**src/rtl/c3rgb_pkg.sv**
```systemverilog
package c3rgb_pkg;

  localparam int MAX_WIDTH_DEF  = 2048;
  localparam int MAX_HEIGHT_DEF = 4095;
  localparam int CHANNELS_DEF   = 3;

  // number of samples per pixel carried on the bus
  localparam int NCH  = 3;
  localparam int PXW  = 8 * NCH;

  // configuration register indexes
  localparam logic [2:0] REG_K0  = 3'd0;
  localparam logic [2:0] REG_K1  = 3'd1;
  localparam logic [2:0] REG_K2  = 3'd2;
  localparam logic [2:0] REG_DIV = 3'd3;
  localparam logic [2:0] REG_W   = 3'd4;
  localparam logic [2:0] REG_H   = 3'd5;

  // weighted sum range: 9 * 255 * 128 fits in 20 bits signed
  localparam int SUMW = 20;

  // positive sum and divisor handed to the divider
  typedef struct packed {
    logic [SUMW-2:0] num;
    logic [7:0]      den;
  } div_req_t;

endpackage

```
**src/rtl/c3rgb_div.sv**
```systemverilog
// iterative restoring divider, one quotient bit a cycle, saturating to 255
module c3rgb_div (
  input  logic                 clk,
  input  logic                 rst_n,
  input  logic                 start,
  input  c3rgb_pkg::div_req_t  req,
  output logic                 done,
  output logic [7:0]           quo
);
  localparam int NW = c3rgb_pkg::SUMW - 1;
  localparam int CW = $clog2(NW + 1);

  logic [NW-1:0] num_r;
  logic [NW-1:0] q_r;
  logic [8:0]    rem_r;
  logic [7:0]    den_r;
  logic [CW-1:0] cnt_r;
  logic          busy_r;
  logic [9:0]    trial;

  assign trial = {rem_r, num_r[NW-1]} - {2'b00, den_r};

  always_ff @(posedge clk) begin
    if (!rst_n) begin
      busy_r <= 1'b0;
      done   <= 1'b0;
    end else begin
      done <= 1'b0;
      if (start) begin
        busy_r <= 1'b1;
        num_r  <= req.num;
        den_r  <= req.den;
        rem_r  <= '0;
        q_r    <= '0;
        cnt_r  <= CW'(NW);
      end else if (busy_r) begin
        num_r <= num_r << 1;
        if (!trial[9]) begin
          rem_r <= trial[8:0];
          q_r   <= {q_r[NW-2:0], 1'b1};
        end else begin
          rem_r <= {rem_r[7:0], num_r[NW-1]};
          q_r   <= {q_r[NW-2:0], 1'b0};
        end
        cnt_r <= cnt_r - 1'b1;
        if (cnt_r == CW'(1)) begin
          busy_r <= 1'b0;
          done   <= 1'b1;
        end
      end
    end
  end

  // saturate the quotient
  assign quo = (|q_r[NW-1:8]) ? 8'hFF : q_r[7:0];
endmodule

```
**config.mk**
```make
export PLATFORM = sky130hd
export DESIGN_NAME = c3rgb_div
export DESIGN_NICKNAME = d
export VERILOG_FILES = /design/src/rtl/c3rgb_pkg.sv /design/src/rtl/c3rgb_div.sv
export SDC_FILE = /design/constraint.sdc
export NUM_CORES = 1
export LEC_CHECK = 0
export ABC_CLOCK_PERIOD_IN_PS = 4600
export BUFFER_PORTS_ARGS = -buffer_cell sky130_fd_sc_hd__buf_4
export CORE_MARGIN = 8
export CORE_UTILIZATION = 40
export CTS_BUF_LIST = sky130_fd_sc_hd__clkbuf_16
export CTS_CLUSTER_DIAMETER = 60
export DETAILED_ROUTE_END_ITERATION = 12
export PLACE_DENSITY = 0.65
export SKIP_CTS_REPAIR_TIMING = 1
export SYNTH_ARGS = -nofsm -noshare
export SYNTH_HDL_FRONTEND = slang
export SYNTH_SLANG_ARGS = --single-unit
```
**constraint.sdc**
```tcl
create_clock -name clk -period 4.6 [get_ports clk]
set_input_delay 0.92 -clock clk [delete_from_list [all_inputs] [get_ports clk]]
set_output_delay 0.92 -clock clk [all_outputs]
set_load 0.02 [all_outputs]
```
After elaboration in Yosys (flattened, before gate mapping)
Cells that the tools add are included.
{"block": "word_totals", "inputBits": 30, "elab_cells": 29, "register_bits": 62, "out_inout_bits": 9}
{"block": "classes", "n_addsub": 2, "eq_ne": 1, "mux": 12, "reduce_logical": 5, "bitwise_logic": 2}
{"operator": "19-bit two-way mux", "count": 3}
{"operator": "9-bit two-way mux", "count": 2}
{"operator": "11-bit OR reduction", "count": 1}
{"operator": "10-bit by 8-bit subtractor with 10-bit output", "count": 1}
{"operator": "8-bit two-way mux", "count": 1}
{"operator": "5-bit by 1-bit equality test with 1-bit output, second input constant", "count": 1}
{"operator": "1-bit two-way mux", "count": 5}
{"operator": "5-bit two-way mux", "count": 1}
{"operator": "5-bit by 1-bit subtractor with 5-bit output, second input constant", "count": 1}
{"operator": "2-bit AND reduction", "count": 2}
{"operator": "3-bit OR reduction", "count": 1}
{"operator": "1-bit inverter", "count": 2}
{"operator": "2-bit nonzero test", "count": 1}

Logic depth before layout (Yosys ltp)
Gate-level depths: netlist (run 1).
{"block": "logic_depth", "word_depth": 4, "mapped_depth": 8, "depth_no_buf": 8}

Least setup slack after synthesis (run 1)
No wires, ideal clock.
{"block": "synth_path", "path_kind": "input port to flip-flop", "start": "in start", "end": "reg cnt_r[0], enable pin", "required_time_ns": 4.186, "path_slack_ns": 1.706, "arrival_ns": 2.480, "stages": 2, "path_buffers": 1, "setup_ns": 0.414, "path_cell_list": "clkbuf_1 o21a_1"}
{"block": "synth_via", "elab_chain_len": 2}
{"item": "start: declaration", "line": "c3rgb_div.sv:5", "source": "input logic start,"}
{"item": "2-bit nonzero test (no source line)"}
{"item": "2-bit AND reduction (no source line)"}
{"item": "end signal: assignment", "line": "c3rgb_div.sv:35", "source": "cnt_r <= CW'(NW);"}
{"item": "end signal: assignment", "line": "c3rgb_div.sv:45", "source": "cnt_r <= cnt_r - 1'b1;"}
{"item": "end: declaration", "line": "c3rgb_div.sv:17", "source": "logic [CW-1:0] cnt_r;"}
Every way passes these cells.
A chain may end at the register's enable or synchronous reset.

Final worst setup path (run 1)
{"block": "layout_path", "start": "reg q_r[10]", "end": "out quo[3]"}
{"block": "layout_via", "elab_chain_len": 2}
{"item": "start: declaration", "line": "c3rgb_div.sv:14", "source": "logic [NW-1:0] q_r;"}
{"item": "start signal: assignment", "line": "c3rgb_div.sv:40", "source": "q_r <= {q_r[NW-2:0], 1'b1};"}
{"item": "start signal: assignment", "line": "c3rgb_div.sv:43", "source": "q_r <= {q_r[NW-2:0], 1'b0};"}
{"item": "11-bit OR reduction", "line": "c3rgb_div.sv:55", "source": "assign quo = (|q_r[NW-1:8]) ? 8'hFF : q_r[7:0];"}
{"item": "8-bit two-way mux", "line": "c3rgb_div.sv:55"}
{"item": "end: declaration", "line": "c3rgb_div.sv:8", "source": "output logic [7:0] quo"}
Every way passes these cells.

==> results.sh, run 1 <==
export IMPL_arrival_ps=1740
export IMPL_fin_nets=304
export IMPL_viasPerCell=4.959
export IMPL_reg2reg_depth=6
export IMPL_routedWlPerCell_um=15.00
export IMPL_cp_slowest_cell="edfxtp_1"
export IMPL_grt_usage_pct=11.53
export IMPL_cp_end_kind="output port"
export IMPL_die_area_sq_mm=0.01044
export IMPL_relSlewSlack_pct=41.51
export IMPL_fin_crit_ps=2659
export IMPL_layout_common_cells="edfxtp_1 (60), buf_4 (39), nor2b_1 (22)"
export IMPL_hold_class="flop to flop"
export IMPL_cp_startpoint="q_r[10]"
export IMPL_p_per_area_mw_per_mm2=422.9
export IMPL_cts_inserted_buffers=9
export IMPL_synth_top_area_cell="edfxtp_1"
export IMPL_cts_path_max_buffers=2
export IMPL_syn_num_nets=262
export IMPL_synth_simple_gate_area_share_pct=12.90
export IMPL_start_kind="flop"
export IMPL_worstPathRequired_ps=3680
export IMPL_syn_to_final_growth_pct=23.05
export IMPL_hold_start="busy_r"
export IMPL_synth_xor_area_share_pct=1.180
export IMPL_synthFlopType="edfxtp_1"
export IMPL_wl_met1_mm=2.498
export IMPL_syn_inst=221
export IMPL_final_core_util_pct=50.64
export IMPL_dieWidth_um=102.2
export IMPL_wl_met3_um=291
export IMPL_grt_ovfl_total=0
export IMPL_cp_max_fo=8
export IMPL_syn_avg_cell_area_sq_um=13.43
export IMPL_top_layer="met4"
export IMPL_drive_gt1_share_pct=31.72
export IMPL_synth_edf_count=60
export IMPL_leakagePower_uw=0.001370
export IMPL_diodes=0
export IMPL_final_hold_violation_count=0
export IMPL_io_buffers=38
export IMPL_rsz0062_at_grt="no"
export IMPL_initial_core_util_pct=41.16
export IMPL_drc=0
export IMPL_fin_setup_tns_ps=0
export IMPL_timing_final_crit_share_pct=57.81
export IMPL_synth_top_family_by_area="simple AND/OR/NAND/NOR gates"
export IMPL_clock_sink_count=62
export IMPL_antenna_found_initial=0
export IMPL_crit_type="flop to output port"
export IMPL_synth_cell_area_sq_mm=0.002969
export IMPL_rows=31
export IMPL_via_count=1820
export IMPL_grt_max_degree=58
export IMPL_wl_met2_mm=2.593
export IMPL_ios=39
export IMPL_ys_seq_elements=62
export IMPL_setup_viol_count_final=0
export IMPL_cts_root_buf="clkbuf_16"
export IMPL_max_cap_violations=0
export IMPL_fmax_mhz=376.1
export IMPL_whs_path_depth=2
export IMPL_netlist_area_leader_share_pct=60.68
export IMPL_path_clk_slew_ps=50
export IMPL_synth_area_top_cells="edfxtp_1 (61%), mux2_2 (6.8%), nor2b_1 (4.6%)"
export IMPL_drv_slew=0
export IMPL_synth_mux_area_share_pct=6.827
export IMPL_status="complete, no violations"
export IMPL_synth_warnings=0
export IMPL_synth_compound_area_share_pct=9.440
export IMPL_place_gp_congestion=0.7901
export IMPL_drt_first_pass_iters=4
export IMPL_wl_mm=5.505
export IMPL_h_tree_depth=3
export IMPL_async_reset_ff_share_pct=0
export IMPL_yosysUniqueCellTypes=42
export IMPL_core_area_sq_mm=0.007214
export IMPL_grt_pass1_vias=1842
export IMPL_die_y_um=102.2
export IMPL_rr_startpoint="rem_r[5]"
export IMPL_yosysSeqAreaShare_pct=62.03
export IMPL_cts_tree="built"
export IMPL_critPathMaxStageDelay_ps=390
export IMPL_tightest_slew_ps=872.6
export IMPL_synth_adder_area_share_pct=4.888
export IMPL_fin_skew_ps=9.507
export IMPL_drtIter0Drc=123
export IMPL_path_cells="nor4_1 -> nand3_1 -> or2_2 -> buf_4"
export IMPL_ant_nets=0
export IMPL_clk_latency_ps=330
export IMPL_irDropWorstVdd_mv=0.3020
export IMPL_grt_pass1_wl_mm=9.108
export IMPL_layout_commonest_cell="edfxtp_1"
export IMPL_dp_hpwl_mm=3.551
[final timing paths]
kind	end	slack, ps
max reg2reg	rem_r[5]	1980
min	done	440
max	quo[3]	1940
min reg2reg	done	440
[cells by family after synthesis]
group,count (synthesis)
muxes,18
buffers and inverters,21
adders and majority gates,11
AOI/OAI and AO/OA,40
and+or+nand+nor,65
DFF,62
xor gates and xnor gates,4
[Yosys cell counts, types with 2 or more instances]
library cell  number
nor2b_1           22
nor3_1             4
a211oi_1           2
a21oi_1           10
or4_1              3
buf_1              2
o21ai_0            9
inv_1             13
nor4_1             2
buf_2              2
xnor2_1            4
edfxtp_1          60
mux2_2            18
nand3_1            2
ha_1              10
or3_1              2
clkbuf_1           4
nand2_1            5
nand3b_1           2
nand2b_1           2
or2_2              8
a21o_1             2
o21a_1             6
o31ai_1            2
and2_1             2
dfxtp_1            2
nor2_1             6
[stage by stage]
step / power (uW) / hold WS [ps] / instances / area [sq um] / setup WS [ps]
floorplan: 831.2 / 414.5 / 221 / 2969 / 1706
global placement: 879.4 / 438.6 / 351 / 3354 / 1633
detailed placement: 883.4 / 441.1 / 351 / 3354 / 1598
CTS: 1557 / 446.0 / 367 / 3654 / 1897
global route: 1602 / 455.5 / 367 / 3654 / 1800
finish: 1545 / 444.4 / 367 / 3654 / 1941
[report_power, final]
| part | internal, uW | leakage (uW) | switching (uW) |
|---|---|---|---|
| clock | 421 | 0.000147 | 252 |
| sequential | 670 | 0.000593 | 16.1 |
| combinational | 87.8 | 0.000629 | 98.4 |
[sequential cells by signal, indices dropped and copies added (netlist names)]
signal  flops
rem_r       9
done        1
q_r        19
cnt_r       5
den_r       8
busy_r      1
num_r      19
[layer usage]
metal	vias up	track usage [%]
li1	910	-
met1	856	14.74
met2	47	16.84
met3	7	3.270
met4	0	7.111
met5	-	0
[cell type report]
type / count / area [sq um]
timing repair buffer: 39 / 292.8
fill: 646 / 3561
multi-input combinational: 138 / 1047
clock buffer: 9 / 225.2
clock inverter: 7 / 73.82
inverter: 13 / 48.80
sequential: 62 / 1842
tap: 99 / 123.9
[critical path: cells and delay by family, from the launching register on]
family,cells,cell delay [ps]
flip-flops,1,390
AND/OR/NAND/NOR,3,870
buffers and inverters,1,160
Note: power is estimated with default switching activity, not from simulation.
==> run 2, diff against run 1 <==
Settings changed: ABC_CLOCK_PERIOD_IN_PS 4600 to 2350, PLACE_DENSITY 0.65 to 0.67.
Clock period 4.6 ns to 2.35 ns, I/O delays scaled along.
==> run 2 against run 1 <==
Compared with the run above: global-route usage grew 0.61 points; clock skew shrank 2.2 ps; die area is the same; final area grew 3.8%; clock-buffer cell count is the same; cell count grew 1.1%; clock power grew 100%; hold slack lost 130 ps; register-to-register slack lost 1900 ps; core utilization grew 1.9 points; critical path depth grew 2.
==> results.sh, run 2 (synthesis results as in run 1) <==
export IMPL_status="complete, no violations"
export IMPL_diodes=0
export IMPL_cts_root_buf="clkbuf_16"
export IMPL_ant_nets=0
export IMPL_critPathMaxStageDelay_ps=510
export IMPL_final_hold_violation_count=0
export IMPL_wl_mm=5.780
export IMPL_fillers=657
export IMPL_relSlewSlack_pct=68.46
export IMPL_dieWidth_um=102.2
export IMPL_rsz0062_at_grt="no"
export IMPL_tightest_slew_ps=470.5
export IMPL_dp_hpwl_mm=3.836
export IMPL_timing_final_crit_share_pct=94.72
export IMPL_die_area_sq_mm=0.01044
export IMPL_cp_slowest_cell="or4_1"
export IMPL_crit_type="flop to flop"
export IMPL_grt_ovfl_total=0
export IMPL_start_kind="flop"
export IMPL_drc=0
export IMPL_cts_path_max_buffers=2
export IMPL_fin_crit_ps=2226
export IMPL_setup_viol_count_final=0
export IMPL_drive_gt1_share_pct=36.40
export IMPL_layout_commonest_cell="edfxtp_1"
export IMPL_cts_tree="built"
export IMPL_drt_first_pass_iters=4
export IMPL_fin_skew_ps=7.271
export IMPL_place_gp_congestion=0.8571
export IMPL_grt_max_degree=40
export IMPL_fmax_mhz=449.2
export IMPL_pre_cts_ws_ps=-21.01
export IMPL_cts_inserted_buffers=9
export IMPL_drv_slew=0
export IMPL_initial_core_util_pct=41.16
export IMPL_fin_nets=309
export IMPL_drtIter0Drc=102
export IMPL_clk_latency_ps=330
export IMPL_p_per_area_mw_per_mm2=822.7
export IMPL_multi_input_area_sq_mm=0.001139
export IMPL_path_cells="ha_1 -> a21oi_4 -> o221ai_2 -> o21a_4 -> or4_1 -> a21oi_1"
export IMPL_worstPathRequired_ps=2530
export IMPL_hold_class="input port to flop"
export IMPL_grt_pass1_wl_mm=9.556
export IMPL_setup_ws_ps=124.0
export IMPL_rows=31
export IMPL_arrival_ps=2410
export IMPL_grt_usage_pct=12.13
export IMPL_max_cap_violations=0
export IMPL_core_area_sq_mm=0.007214
export IMPL_die_y_um=102.2
export IMPL_grt_pass1_vias=1949
export IMPL_ios=39
export IMPL_cp_max_fo=16
export IMPL_routedWlPerCell_um=15.58
export IMPL_layout_common_cells="edfxtp_1 (60), buf_4 (42), nor2b_1 (22)"
export IMPL_irDropWorstVdd_mv=0.4156
export IMPL_cp_end_kind="flop"
export IMPL_ff_latch_area_sq_mm=0.001842
export IMPL_h_tree_depth=3
export IMPL_power_uw=3119
export IMPL_io_buffers=38
export IMPL_via_count=1866
export IMPL_path_clk_slew_ps=50
export IMPL_antenna_found_initial=0
export IMPL_syn_to_final_growth_pct=27.69
export IMPL_clock_sink_count=62
export IMPL_viasPerCell=5.030
export IMPL_leakagePower_uw=0.001403
export IMPL_reg_top3="num_r: 19 flops, q_r: 19 flops, rem_r: 9 flops"
==> run 2: cell type report <==
type / instances / area share, %
Tap cell: 99 / 3.267
Multi-Input combinational cell: 139 / 30.03
Clock inverter: 6 / 2.046
Sequential cell: 62 / 48.58
Inverter: 13 / 1.287
Timing Repair Buffer: 43 / 8.845
Clock buffer: 9 / 5.941
==> run 2: where the power goes <==
group          switching, uW  total, uW  leakage (uW)  internal [uW]
logic                    210        409      0.000660            199
registers               38.0       1350      0.000593           1310
clock network            449       1360      0.000150            909
==> run 2: through the flow <==
step,hold WS [ps],utilization (%),instances,TNS (ps),cell area (sq um)
4_1_cts,304.9,51.28,370,-67.02,3700
5_1_grt,310.3,52.55,371,0,3791
3_3_place_gp,431.6,47.09,355,0,3397
6_report,318.5,52.55,371,0,3791
2_1_floorplan,414.4,-,221,0,2970
3_5_place_dp,434.4,47.09,355,-52.95,3397
==> run 2: routing by layer <==
| layer | global-route usage, % | vias up | wire [um] |
|---|---|---|---|
| met3 | 4.360 | 12 | 310 |
| met1 | 15.03 | 897 | 2689 |
| met2 | 17.64 | 37 | 2640 |
| met5 | 0 | - | 0 |
| li1 | - | 920 | - |
| met4 | 7.449 | 0 | 140 |
==> run 2: worst max-delay path: cells and delay by family (launching register included) <==
kind	cells	cell delay (ps)
and+or+nand+nor	1	510
AOI/OAI and AO/OA	4	850
DFF	1	430
adders and majority gates	1	300
==> run 2: path summary, 6_finish.rpt <==
kind | startpoint | slack, ps | depth (start not counted) | end
setup / recovery | rem_r[2] | 120 | 6 | rem_r[2]
hold / removal | req[0] | 320 | 1 | den_r[0]
setup reg to reg | rem_r[2] | 120 | 6 | rem_r[2]
hold reg to reg | busy_r | 440 | 2 | done
